[src/rtl/pvu_pkg.sv]
// Package for the peak VU meter: item, command and result types, widths,
// constants and the elaboration-time mantissa dB function.
// No dependencies.
package pvu_pkg;

    localparam int SAMPLE_W            = 24;
    localparam int COEFF_W             = 16;
    localparam int ENV_W               = 32;
    localparam int ENV_SHIFT           = ENV_W - SAMPLE_W;
    localparam int DB_W                = 16;
    localparam int LZ_W                = 5;
    localparam int TAB_W               = 19;
    localparam int CFG_IDX_W           = 2;
    localparam int LOG_FRAC_BITS       = 20;
    localparam int LOG_TABLE_DEPTH_DEF = 64;
    localparam int CMD_QUEUE_DEPTH     = 2;
    localparam int RES_QUEUE_DEPTH     = 2;

    localparam logic [COEFF_W-1:0]         ATTACK_RESET   = 16'd65400;
    localparam logic [COEFF_W-1:0]         DECAY_RESET    = 16'd65531;
    localparam logic [ENV_W-1:0]           ENV_FLOOR      = 32'd2148;
    localparam logic [TAB_W-1:0]           DB_PER_OCT_Q16 = 19'd394566;
    localparam logic signed [DB_W-1:0]     LEVEL_FLOOR    = -16'sd25600;

    localparam logic [CFG_IDX_W-1:0] CFG_ATTACK = 2'd0;
    localparam logic [CFG_IDX_W-1:0] CFG_DECAY  = 2'd1;

    typedef struct packed {
        logic                       func;
        logic signed [SAMPLE_W-1:0] sample;
        logic                       last;
    } t_in_item;

    typedef struct packed {
        logic signed [DB_W-1:0]  level_db;
        logic [SAMPLE_W-1:0]     envelope;
    } t_out_item;

    typedef enum logic {
        CMD_UPDATE,
        CMD_CLEAR
    } t_cmd_kind;

    typedef struct packed {
        t_cmd_kind           kind;
        logic [SAMPLE_W-1:0] peak;
    } t_cmd;

    typedef struct packed {
        logic                 valid;
        logic [CFG_IDX_W-1:0] index;
        logic [COEFF_W-1:0]   data;
    } t_cfg_wr;

    typedef enum logic [1:0] {
        BK_IDLE,
        BK_ENV,
        BK_NORM,
        BK_DB
    } t_back_state;

    // 20*log10(1 + idx/2^lb) in Q.16 via a 20-bit squaring log2
    function automatic logic [31:0] mantissa_db_q16(input int unsigned idx,
                                                    input int unsigned lb);
        logic [63:0] x;
        logic [63:0] lg;
        logic [63:0] prod;
        x  = ((64'(1) << lb) + 64'(idx)) << 30;
        x  = x >> lb;
        lg = '0;
        for (int k = 0; k < LOG_FRAC_BITS; k++) begin
            x  = (x * x) >> 30;
            lg = lg << 1;
            if (x >= (64'(2) << 30)) begin
                x  = x >> 1;
                lg = lg | 64'(1);
            end
        end
        prod = (lg * 64'(DB_PER_OCT_Q16) + (64'(1) << (LOG_FRAC_BITS - 1))) >> LOG_FRAC_BITS;
        return prod[31:0];
    endfunction

endpackage

[src/rtl/peak_vu_meter_db.sv]
// Peak envelope VU meter with dB readout: top level, front end, command queue,
// back end and result queue. Depends on pvu_pkg, pvu_fifo, pvu_front, pvu_back.
// Closing and clear items pass the command queue and, one at a time, the back
// end's multiply, envelope, normalize and dB steps to the result queue. The dB
// step waits on a full result queue. Other samples are taken one per cycle
// while the command queue is not full. Sync reset empties both queues, zeroes
// the buffer peak and envelope and loads the default coefficients.
module peak_vu_meter_db import pvu_pkg::*; #(
    parameter int LOG_TABLE_DEPTH = LOG_TABLE_DEPTH_DEF
) (
    input  logic                 i_clk,
    input  logic                 i_rst_n,
    input  logic                 push,
    output logic                 full,
    input  t_in_item             i_in_item,
    output logic                 empty,
    input  logic                 pop,
    output t_out_item            o_out_item,
    input  logic                 i_cfg_valid,
    output logic                 o_cfg_ready,
    input  logic [CFG_IDX_W-1:0] i_cfg_index,
    input  logic [COEFF_W-1:0]   i_cfg_data
);

    logic      cmd_push;
    t_cmd      cmd_in;
    logic      cmd_full;
    logic      cmd_pop;
    t_cmd      cmd_head;
    logic      cmd_empty;
    logic      res_push;
    t_out_item res_in;
    logic      res_full;
    t_cfg_wr   cfg_wr;

    assign o_cfg_ready  = 1'b1;
    assign cfg_wr.valid = i_cfg_valid;
    assign cfg_wr.index = i_cfg_index;
    assign cfg_wr.data  = i_cfg_data;
    assign full         = cmd_full;

    pvu_front u_front (
        .i_clk      (i_clk),
        .i_rst_n    (i_rst_n),
        .i_push     (push),
        .i_item     (i_in_item),
        .i_q_full   (cmd_full),
        .o_cmd_push (cmd_push),
        .o_cmd      (cmd_in)
    );

    pvu_fifo #(
        .T     (t_cmd),
        .DEPTH (CMD_QUEUE_DEPTH)
    ) u_cmd_q (
        .i_clk   (i_clk),
        .i_rst_n (i_rst_n),
        .i_push  (cmd_push),
        .i_data  (cmd_in),
        .o_full  (cmd_full),
        .i_pop   (cmd_pop),
        .o_data  (cmd_head),
        .o_empty (cmd_empty)
    );

    pvu_back #(
        .LOG_TABLE_DEPTH (LOG_TABLE_DEPTH)
    ) u_back (
        .i_clk       (i_clk),
        .i_rst_n     (i_rst_n),
        .i_cfg       (cfg_wr),
        .i_cmd       (cmd_head),
        .i_cmd_empty (cmd_empty),
        .o_cmd_pop   (cmd_pop),
        .i_res_full  (res_full),
        .o_res_push  (res_push),
        .o_res       (res_in)
    );

    pvu_fifo #(
        .T     (t_out_item),
        .DEPTH (RES_QUEUE_DEPTH)
    ) u_res_q (
        .i_clk   (i_clk),
        .i_rst_n (i_rst_n),
        .i_push  (res_push),
        .i_data  (res_in),
        .o_full  (res_full),
        .i_pop   (pop),
        .o_data  (o_out_item),
        .o_empty (empty)
    );

    a_cmd_no_overflow: assert property (@(posedge i_clk) disable iff (!i_rst_n)
        cmd_push |-> !cmd_full)
        else $error("command issued into a full queue");

    a_cmd_pop_valid: assert property (@(posedge i_clk) disable iff (!i_rst_n)
        cmd_pop |-> !cmd_empty)
        else $error("back end took a command from an empty queue");

    a_res_no_overflow: assert property (@(posedge i_clk) disable iff (!i_rst_n)
        res_push |-> !res_full)
        else $error("result written into a full queue");

    a_floor_level: assert property (@(posedge i_clk) disable iff (!i_rst_n)
        (!empty && o_out_item.envelope == '0) |-> o_out_item.level_db == LEVEL_FLOOR)
        else $error("zero envelope without floor level");

    a_level_nonpos: assert property (@(posedge i_clk) disable iff (!i_rst_n)
        !empty |-> o_out_item.level_db <= 16'sd0)
        else $error("positive dB level");

endmodule

[src/rtl/pvu_fifo.sv]
// Small register FIFO used for the command queue and the result queue.
// Depends on nothing but its type parameter.
module pvu_fifo #(
    parameter type T     = logic,
    parameter int  DEPTH = 2
) (
    input  logic i_clk,
    input  logic i_rst_n,
    input  logic i_push,
    input  T     i_data,
    output logic o_full,
    input  logic i_pop,
    output T     o_data,
    output logic o_empty
);

    localparam int PTR_W = (DEPTH > 1) ? $clog2(DEPTH) : 1;
    localparam int CNT_W = $clog2(DEPTH + 1);

    T                 r_mem [DEPTH];
    logic [PTR_W-1:0] r_wr_ptr;
    logic [PTR_W-1:0] r_rd_ptr;
    logic [CNT_W-1:0] r_count;
    logic             do_push;
    logic             do_pop;

    assign o_full  = (r_count == CNT_W'(DEPTH));
    assign o_empty = (r_count == '0);
    assign do_push = i_push && !o_full;
    assign do_pop  = i_pop && !o_empty;
    assign o_data  = r_mem[r_rd_ptr];

    always_ff @(posedge i_clk) begin
        if (do_push) begin
            r_mem[r_wr_ptr] <= i_data;
        end
    end

    always_ff @(posedge i_clk) begin
        if (!i_rst_n) begin
            r_wr_ptr <= '0;
            r_rd_ptr <= '0;
            r_count  <= '0;
        end else begin
            if (do_push) begin
                r_wr_ptr <= (r_wr_ptr == PTR_W'(DEPTH - 1)) ? '0 : r_wr_ptr + 1'b1;
            end
            if (do_pop) begin
                r_rd_ptr <= (r_rd_ptr == PTR_W'(DEPTH - 1)) ? '0 : r_rd_ptr + 1'b1;
            end
            if (do_push && !do_pop) begin
                r_count <= r_count + 1'b1;
            end else if (do_pop && !do_push) begin
                r_count <= r_count - 1'b1;
            end
        end
    end

endmodule

[src/rtl/pvu_front.sv]
// Front end: accepts input items, tracks the buffer peak and issues
// update or clear commands. Depends on pvu_pkg.
module pvu_front import pvu_pkg::*; (
    input  logic     i_clk,
    input  logic     i_rst_n,
    input  logic     i_push,
    input  t_in_item i_item,
    input  logic     i_q_full,
    output logic     o_cmd_push,
    output t_cmd     o_cmd
);

    logic [SAMPLE_W-1:0] r_peak;
    logic [SAMPLE_W-1:0] n_peak;
    logic [SAMPLE_W-1:0] mag;
    logic [SAMPLE_W-1:0] peak_incl;
    logic                accept;

    assign accept    = i_push && !i_q_full;
    assign mag       = i_item.sample[SAMPLE_W-1] ? SAMPLE_W'(-i_item.sample)
                                                 : SAMPLE_W'(i_item.sample);
    assign peak_incl = (mag > r_peak) ? mag : r_peak;

    always_comb begin
        o_cmd_push = 1'b0;
        o_cmd.kind = CMD_UPDATE;
        o_cmd.peak = peak_incl;
        n_peak     = r_peak;
        if (accept) begin
            if (i_item.func) begin
                o_cmd_push = 1'b1;
                o_cmd.kind = CMD_CLEAR;
                n_peak     = '0;
            end else if (i_item.last) begin
                o_cmd_push = 1'b1;
                n_peak     = '0;
            end else begin
                n_peak     = peak_incl;
            end
        end
    end

    always_ff @(posedge i_clk) begin
        if (!i_rst_n) begin
            r_peak <= '0;
        end else begin
            r_peak <= n_peak;
        end
    end

endmodule

[src/rtl/pvu_back.sv]
// Back end: coefficient registers, envelope update and dB conversion
// sequencer. Depends on pvu_pkg.
module pvu_back import pvu_pkg::*; #(
    parameter int LOG_TABLE_DEPTH = LOG_TABLE_DEPTH_DEF
) (
    input  logic      i_clk,
    input  logic      i_rst_n,
    input  t_cfg_wr   i_cfg,
    input  t_cmd      i_cmd,
    input  logic      i_cmd_empty,
    output logic      o_cmd_pop,
    input  logic      i_res_full,
    output logic      o_res_push,
    output t_out_item o_res
);

    localparam int LB = $clog2(LOG_TABLE_DEPTH);

    logic [TAB_W-1:0] tab [LOG_TABLE_DEPTH];

    for (genvar g = 0; g < LOG_TABLE_DEPTH; g++) begin : g_tab
        assign tab[g] = TAB_W'(mantissa_db_q16(g, LB));
    end

    t_back_state            r_state;
    t_back_state            n_state;
    logic [COEFF_W-1:0]     r_attack;
    logic [COEFF_W-1:0]     r_decay;
    logic [ENV_W-1:0]       r_env;
    logic [ENV_W-1:0]       n_env;
    logic [ENV_W-1:0]       r_peak31;
    logic signed [48:0]     r_prod;
    logic signed [48:0]     n_prod;
    logic                   r_clear;
    logic [LZ_W-1:0]        r_lz;
    logic [LZ_W-1:0]        n_lz;
    logic [LB-1:0]          r_idx;
    logic [LB-1:0]          n_idx;
    logic                   r_floor;

    logic [ENV_W-1:0]       peak31;
    logic [COEFF_W-1:0]     coeff;
    logic signed [48:0]     coeff_ext;
    logic signed [48:0]     diff_ext;
    logic signed [32:0]     diff;
    logic signed [33:0]     env_sum;
    logic [ENV_W-1:0]       norm;
    logic [23:0]            neg;
    logic [DB_W-1:0]        mag;

    always_comb begin
        peak31    = {i_cmd.peak, {ENV_SHIFT{1'b0}}};
        coeff     = (peak31 > r_env) ? r_attack : r_decay;
        diff      = $signed({1'b0, r_env}) - $signed({1'b0, peak31});
        coeff_ext = $signed({33'd0, coeff});
        diff_ext  = $signed({{16{diff[32]}}, diff});
        n_prod    = coeff_ext * diff_ext;

        env_sum   = $signed({2'b00, r_peak31}) + $signed({r_prod[48], r_prod[48:16]});
        n_env     = r_clear ? '0 : env_sum[ENV_W-1:0];

        norm = r_env;
        n_lz = '0;
        if (norm[31:16] == '0) begin
            norm = norm << 16;
            n_lz = n_lz | LZ_W'(16);
        end
        if (norm[31:24] == '0) begin
            norm = norm << 8;
            n_lz = n_lz | LZ_W'(8);
        end
        if (norm[31:28] == '0) begin
            norm = norm << 4;
            n_lz = n_lz | LZ_W'(4);
        end
        if (norm[31:30] == '0) begin
            norm = norm << 2;
            n_lz = n_lz | LZ_W'(2);
        end
        if (norm[31] == 1'b0) begin
            norm = norm << 1;
            n_lz = n_lz | LZ_W'(1);
        end
        n_idx = norm[30 -: LB];

        neg = 24'(r_lz) * 24'(DB_PER_OCT_Q16) - 24'(tab[r_idx]);
        mag = DB_W'((neg + 24'd128) >> 8);

        o_res.envelope = r_env[ENV_W-1:ENV_SHIFT];
        o_res.level_db = r_floor ? LEVEL_FLOOR : $signed(DB_W'(0) - mag);

        o_cmd_pop  = 1'b0;
        o_res_push = 1'b0;
        n_state    = r_state;
        case (r_state)
            BK_IDLE: begin
                if (!i_cmd_empty) begin
                    o_cmd_pop = 1'b1;
                    n_state   = BK_ENV;
                end
            end
            BK_ENV: begin
                n_state = BK_NORM;
            end
            BK_NORM: begin
                n_state = BK_DB;
            end
            BK_DB: begin
                if (!i_res_full) begin
                    o_res_push = 1'b1;
                    n_state    = BK_IDLE;
                end
            end
            default: begin
                n_state = BK_IDLE;
            end
        endcase
    end

    always_ff @(posedge i_clk) begin
        if (!i_rst_n) begin
            r_state <= BK_IDLE;
        end else begin
            r_state <= n_state;
        end
    end

    always_ff @(posedge i_clk) begin
        if (!i_rst_n) begin
            r_attack <= ATTACK_RESET;
            r_decay  <= DECAY_RESET;
            r_env    <= '0;
        end else begin
            if (i_cfg.valid) begin
                case (i_cfg.index)
                    CFG_ATTACK: r_attack <= i_cfg.data;
                    CFG_DECAY:  r_decay  <= i_cfg.data;
                    default: begin
                    end
                endcase
            end
            if (r_state == BK_ENV) begin
                r_env <= n_env;
            end
        end
    end

    always_ff @(posedge i_clk) begin
        if (r_state == BK_IDLE) begin
            r_prod   <= n_prod;
            r_peak31 <= peak31;
            r_clear  <= (i_cmd.kind == CMD_CLEAR);
        end
        if (r_state == BK_NORM) begin
            r_lz    <= n_lz;
            r_idx   <= n_idx;
            r_floor <= (r_env < ENV_FLOOR);
        end
    end

endmodule
[config.mk]
export PLATFORM = sky130hd
export DESIGN_NAME = peak_vu_meter_db
export DESIGN_NICKNAME = d
export VERILOG_FILES = /design/src/rtl/pvu_pkg.sv /design/src/rtl/peak_vu_meter_db.sv /design/src/rtl/pvu_fifo.sv /design/src/rtl/pvu_front.sv /design/src/rtl/pvu_back.sv
export SDC_FILE = /design/constraint.sdc
export NUM_CORES = 2
export LEC_CHECK = 0
export BUFFER_PORTS_ARGS = -buffer_cell sky130_fd_sc_hd__buf_2
export CAP_MARGIN = 20
export CELL_PAD_IN_SITES_DETAIL_PLACEMENT = 2
export CELL_PAD_IN_SITES_GLOBAL_PLACEMENT = 2
export CORE_UTILIZATION = 35
export CTS_BUF_LIST = sky130_fd_sc_hd__clkbuf_4
export CTS_CLUSTER_SIZE = 12
export DETAILED_ROUTE_END_ITERATION = 8
export GPL_TIMING_DRIVEN = 0
export PLACE_DENSITY_LB_ADDON = 0.2
export SYNTH_ARGS = -nofsm -noshare
export SYNTH_HDL_FRONTEND = slang
export SYNTH_SLANG_ARGS = --single-unit
[constraint.sdc]
create_clock -name i_clk -period 8.7 [get_ports i_clk]
set_input_delay 1.74 -clock i_clk [delete_from_list [all_inputs] [get_ports i_clk]]
set_output_delay 1.74 -clock i_clk [all_outputs]
set_load 0.1 [all_outputs]
==> metrics.md <==
| Metric | Value |
|---|---|
| Run status | finished with violations |
| Failing checks | negative setup slack |
| Worst-margin pin slew | 1.13 ns |
| Placed standard-cell area | 0.0385 mm2 |
| Final worst path period share | 109% |
| Req. time, crit path | 9.39 ns |
| Sum of routed wire length over all layers | 131,000 um |
| Area share of xor/xnor cells in the synthesized design | 3.91% |
| H-tree depth reported by CTS | 3 |
| Horiz. Die Dim | 322 um |
| Critical Path Source Type | flip-flop |
| Count of buffers from port buffering | 89 |
| Cell with the largest stage delay on the worst path | sky130_fd_sc_hd__fa_1 |
| Post-synthesis adder-cell area fraction | 36.9% |
| Max Cap Viol | 0 |
| Post-layout util | 41.6% |
| Detailed router's first-iteration violation count | 1,507 |
| Largest net degree at the start of global routing | 61 |
| Share of flip-flops with an asynchronous set or reset after synthesis | 0% |
| Max-slew violations | 0 |
| Final setup violation count | 23 |
| Clock insertion delay at the later pin of the skew report | 0.99 ns |
| Net count after synthesis | 4,664 |
| Cell variety after synth | 86 |
| Critical Path Most Common Cell | sky130_fd_sc_hd__fa_1 |
| Hold slack | 0.476 ns |
| Kind of critical path | reg -> reg |
| Cells after Synth | 3,855 |
| Syn Area/Cell | 9.30 um2 |
| Layer carrying the most global-route usage | met2 |
| Multiplexer share of the synthesized area | 3.41% |
| Fill cell total of the finished layout | 11,200 |
| Cell Rows | 117 |
| Max-slew headroom | 24.7% |
| Clock edge transition at the registers on the reported setup and hold paths | 0.07 ns |
| Maximum clock skew at final layout | 0.111 ns |
| Sequential fraction of the synthesis area | 22.3% |
| Clock period minus final worst setup slack | 9.50 ns |
| CTS Buf Count | 88 |
| TritonCTS clock tree | yes |
| Detail Placement HPWL | 101,000 um |
| Most used flip-flop cell after synthesis | sky130_fd_sc_hd__edfxtp_1 |
| RSZ-0062 raised after global routing | yes |
| Number of detailed-route iterations in the first pass | 5 |
| Ranking of synthesized cells by instance count | sky130_fd_sc_hd__inv_1, sky130_fd_sc_hd__fa_1, sky130_fd_sc_hd__nand2_1 |
| GR Layer Usage met2 | 45.6% |
| Overall die area | 0.104 mm2 |
| Area fraction in compound gates after synthesis | 9.80% |
| Initial core utilization | 35.3% |
| Worst-case clock buffer depth | 3 |
| Met1 Track Usage GR | 31.8% |
| Most numerous cell in the Yosys netlist | sky130_fd_sc_hd__inv_1 |
| Count of warnings emitted by yosys | 0 |
| Maximum single-stage delay on the critical path | 0.61 ns |
| Fraction of final layout cells with drive strength greater than 1 | 16.8% |
| DRC violations left | 0 |
| Overall overflow remaining after global route | 0 |
| Post-synthesis instance area | 0.0358 mm2 |
| Max Freq | 105 MHz |
| Largest area contributor in the synthesized netlist | sky130_fd_sc_hd__fa_1 |
| Placeable Area | 0.102 mm2 |
| Final estimated routing congestion in global placement | 0.905 |
| Launch point of the worst hold path | u_back.r_decay[2] |
| Crit path arrival time | 10.19 ns |
| Root buffer selected by CTS | sky130_fd_sc_hd__clkbuf_4 |
| WL per Instance | 23.3 um |
| Number of global-route vias before repair | 33,200 |
| Non-filler instance count after layout | 5,613 |
| Cell total after placement | 5,328 |
| Number of top-level pins | 92 |
| Post-Synth Simple-Gate Area | 15.0% |
| Post-route worst setup slack | -0.805 ns |
| Number of antenna violations at the first check in global routing | 6 |
| Final hold violation count | 0 |
| Share of the synthesized area in the top cell type | 27.7% |
| Post-route cell area | 0.0423 mm2 |
| Die height | 322 um |
| Seq cells post-synth | 299 |
| Via total after detailed routing | 29,100 |
| Wire length of the first global-routing pass | 200,000 um |
| Post-DRT Antenna Nets | 0 |
| Count of clock tree sinks | 299 |
| HP Class | reg -> reg |
| GRT Resource Usage Total | 25.5% |
| Number of synthesized flops with an enable pin | 199 |
| Area of the multi-input gates | 0.0261 mm2 |
| Critical path peak fanout | 8 |
| CP Capture Type | flip-flop |
| Largest cells by area after synthesis | sky130_fd_sc_hd__fa_1, sky130_fd_sc_hd__edfxtp_1, sky130_fd_sc_hd__ha_1 |
| Met3 track demand over resource | 3.08% |
| Relative area change from synthesis to final layout | 17.9% |
| NumNets Final | 4,972 |
| Vias per std cell | 5.18 |
| Combined flip-flop and latch cell area | 0.00798 mm2 |
| Dominant combinational cell family by area after synthesis | adder cells |
-- state kept, by name, indices dropped and copies added, names as in the netlist, named ones only --
register and cells:
u_back.r_attack 16, u_back.r_clear 1, u_back.r_decay 16, u_back.r_env 32, u_back.r_floor 1, u_back.r_idx 6
u_back.r_lz 5, u_back.r_peak31 24, u_back.r_prod 32, u_back.r_state 2, u_cmd_q.r_count 2, u_cmd_q.r_mem 50
u_cmd_q.r_rd_ptr 1, u_cmd_q.r_wr_ptr 1, u_front.r_peak 24, u_res_q.r_count 2, u_res_q.r_mem 80, u_res_q.r_rd_ptr 1
u_res_q.r_wr_ptr 1
-- routing by layer --
metal / vias up / part of all wire [%]
met3: 206 / 3.3
met1: 15300 / 43
met2: 541 / 51
met5: - / 0.0092
met4: 2 / 3.3
li1: 13100 / -
-- cell usage in the layout, fill, tap and decap left out, drive strengths merged, types with 98 or more instances in the layout --
| cell | netlist | layout |
|---|---|---|
| xnor2 | 101 | 101 |
| inv | 656 | 656 |
| fa | 495 | 495 |
| dfxtp | 100 | 100 |
| nand2 | 488 | 488 |
| edfxtp | 199 | 199 |
| nor2b | 98 | 98 |
| nor2 | 276 | 276 |
| ha | 265 | 265 |
| buf | 27 | 255 |
| a21oi | 122 | 122 |
| o21ai | 132 | 132 |
| clkbuf | 136 | 255 |
-- layout make-up --
| type | instances | area share (%) |
|---|---|---|
| flip-flops and latches | 299 | 18.9 |
| diodes | 7 | 0.0414 |
| repair buffers | 222 | 3.98 |
| plain buffers | 159 | 2.71 |
| inverters | 658 | 5.85 |
| clock inverters | 36 | 0.533 |
| clock buffers | 129 | 2.29 |
| well taps | 1368 | 4.05 |
| multi-input cells | 2735 | 61.7 |
-- worst paths after layout --
path                       end  slack (ns)  cells past startpoint
max          u_back.r_prod[42]       -0.80                     34
min          u_back.r_decay[2]        0.48                      2
max reg2reg  u_back.r_prod[42]       -0.80                     34
min reg2reg  u_back.r_decay[2]        0.48                      2
-- per-stage QoR --
stage / setup WS [ns] / setup TNS, ns
3_5_place_dp: -2.51 / -52.80
4_1_cts: -0.705 / -5.90
5_1_grt: -1.05 / -15.47
3_3_place_gp: -2.46 / -50.79
6_report: -0.805 / -8.75
2_1_floorplan: -0.0190 / -0.0190
-- kinds of logic (layout without fill, tap and decap cells) --
group / Yosys count / in the layout
simple gates: 1166 / 1166
buf+inv: 821 / 1204
fa+ha+maj: 760 / 760
compound gates: 536 / 536
flops: 299 / 299
xor+xnor: 160 / 160
mux: 112 / 112
other cells: 1 / 8
-- critical path, delay by kind of cell (launching register included) --
family | cells | cell delay [ns]
fa+ha+maj | 8 | 3.64
buf+inv | 8 | 0.94
xor+xnor | 2 | 0.28
mux | 1 | 0.20
flops | 1 | 0.40
compound gates | 12 | 2.90
simple gates | 3 | 0.89
-- what timing repair did --
action | in CTS | in global routing
setup buffers | 80 | 31
pin swaps | 75 | 57
hold endpoints to repair | 0 | 0
gates cloned | 3 | 1
resized for setup | 267 | 98
hold buffers | 0 | 0
setup endpoints to repair | 32 | 32
Power is left out: the tool's default activity adds up to more than one toggle a clock period on the data nets, which glitch-free logic cannot reach.
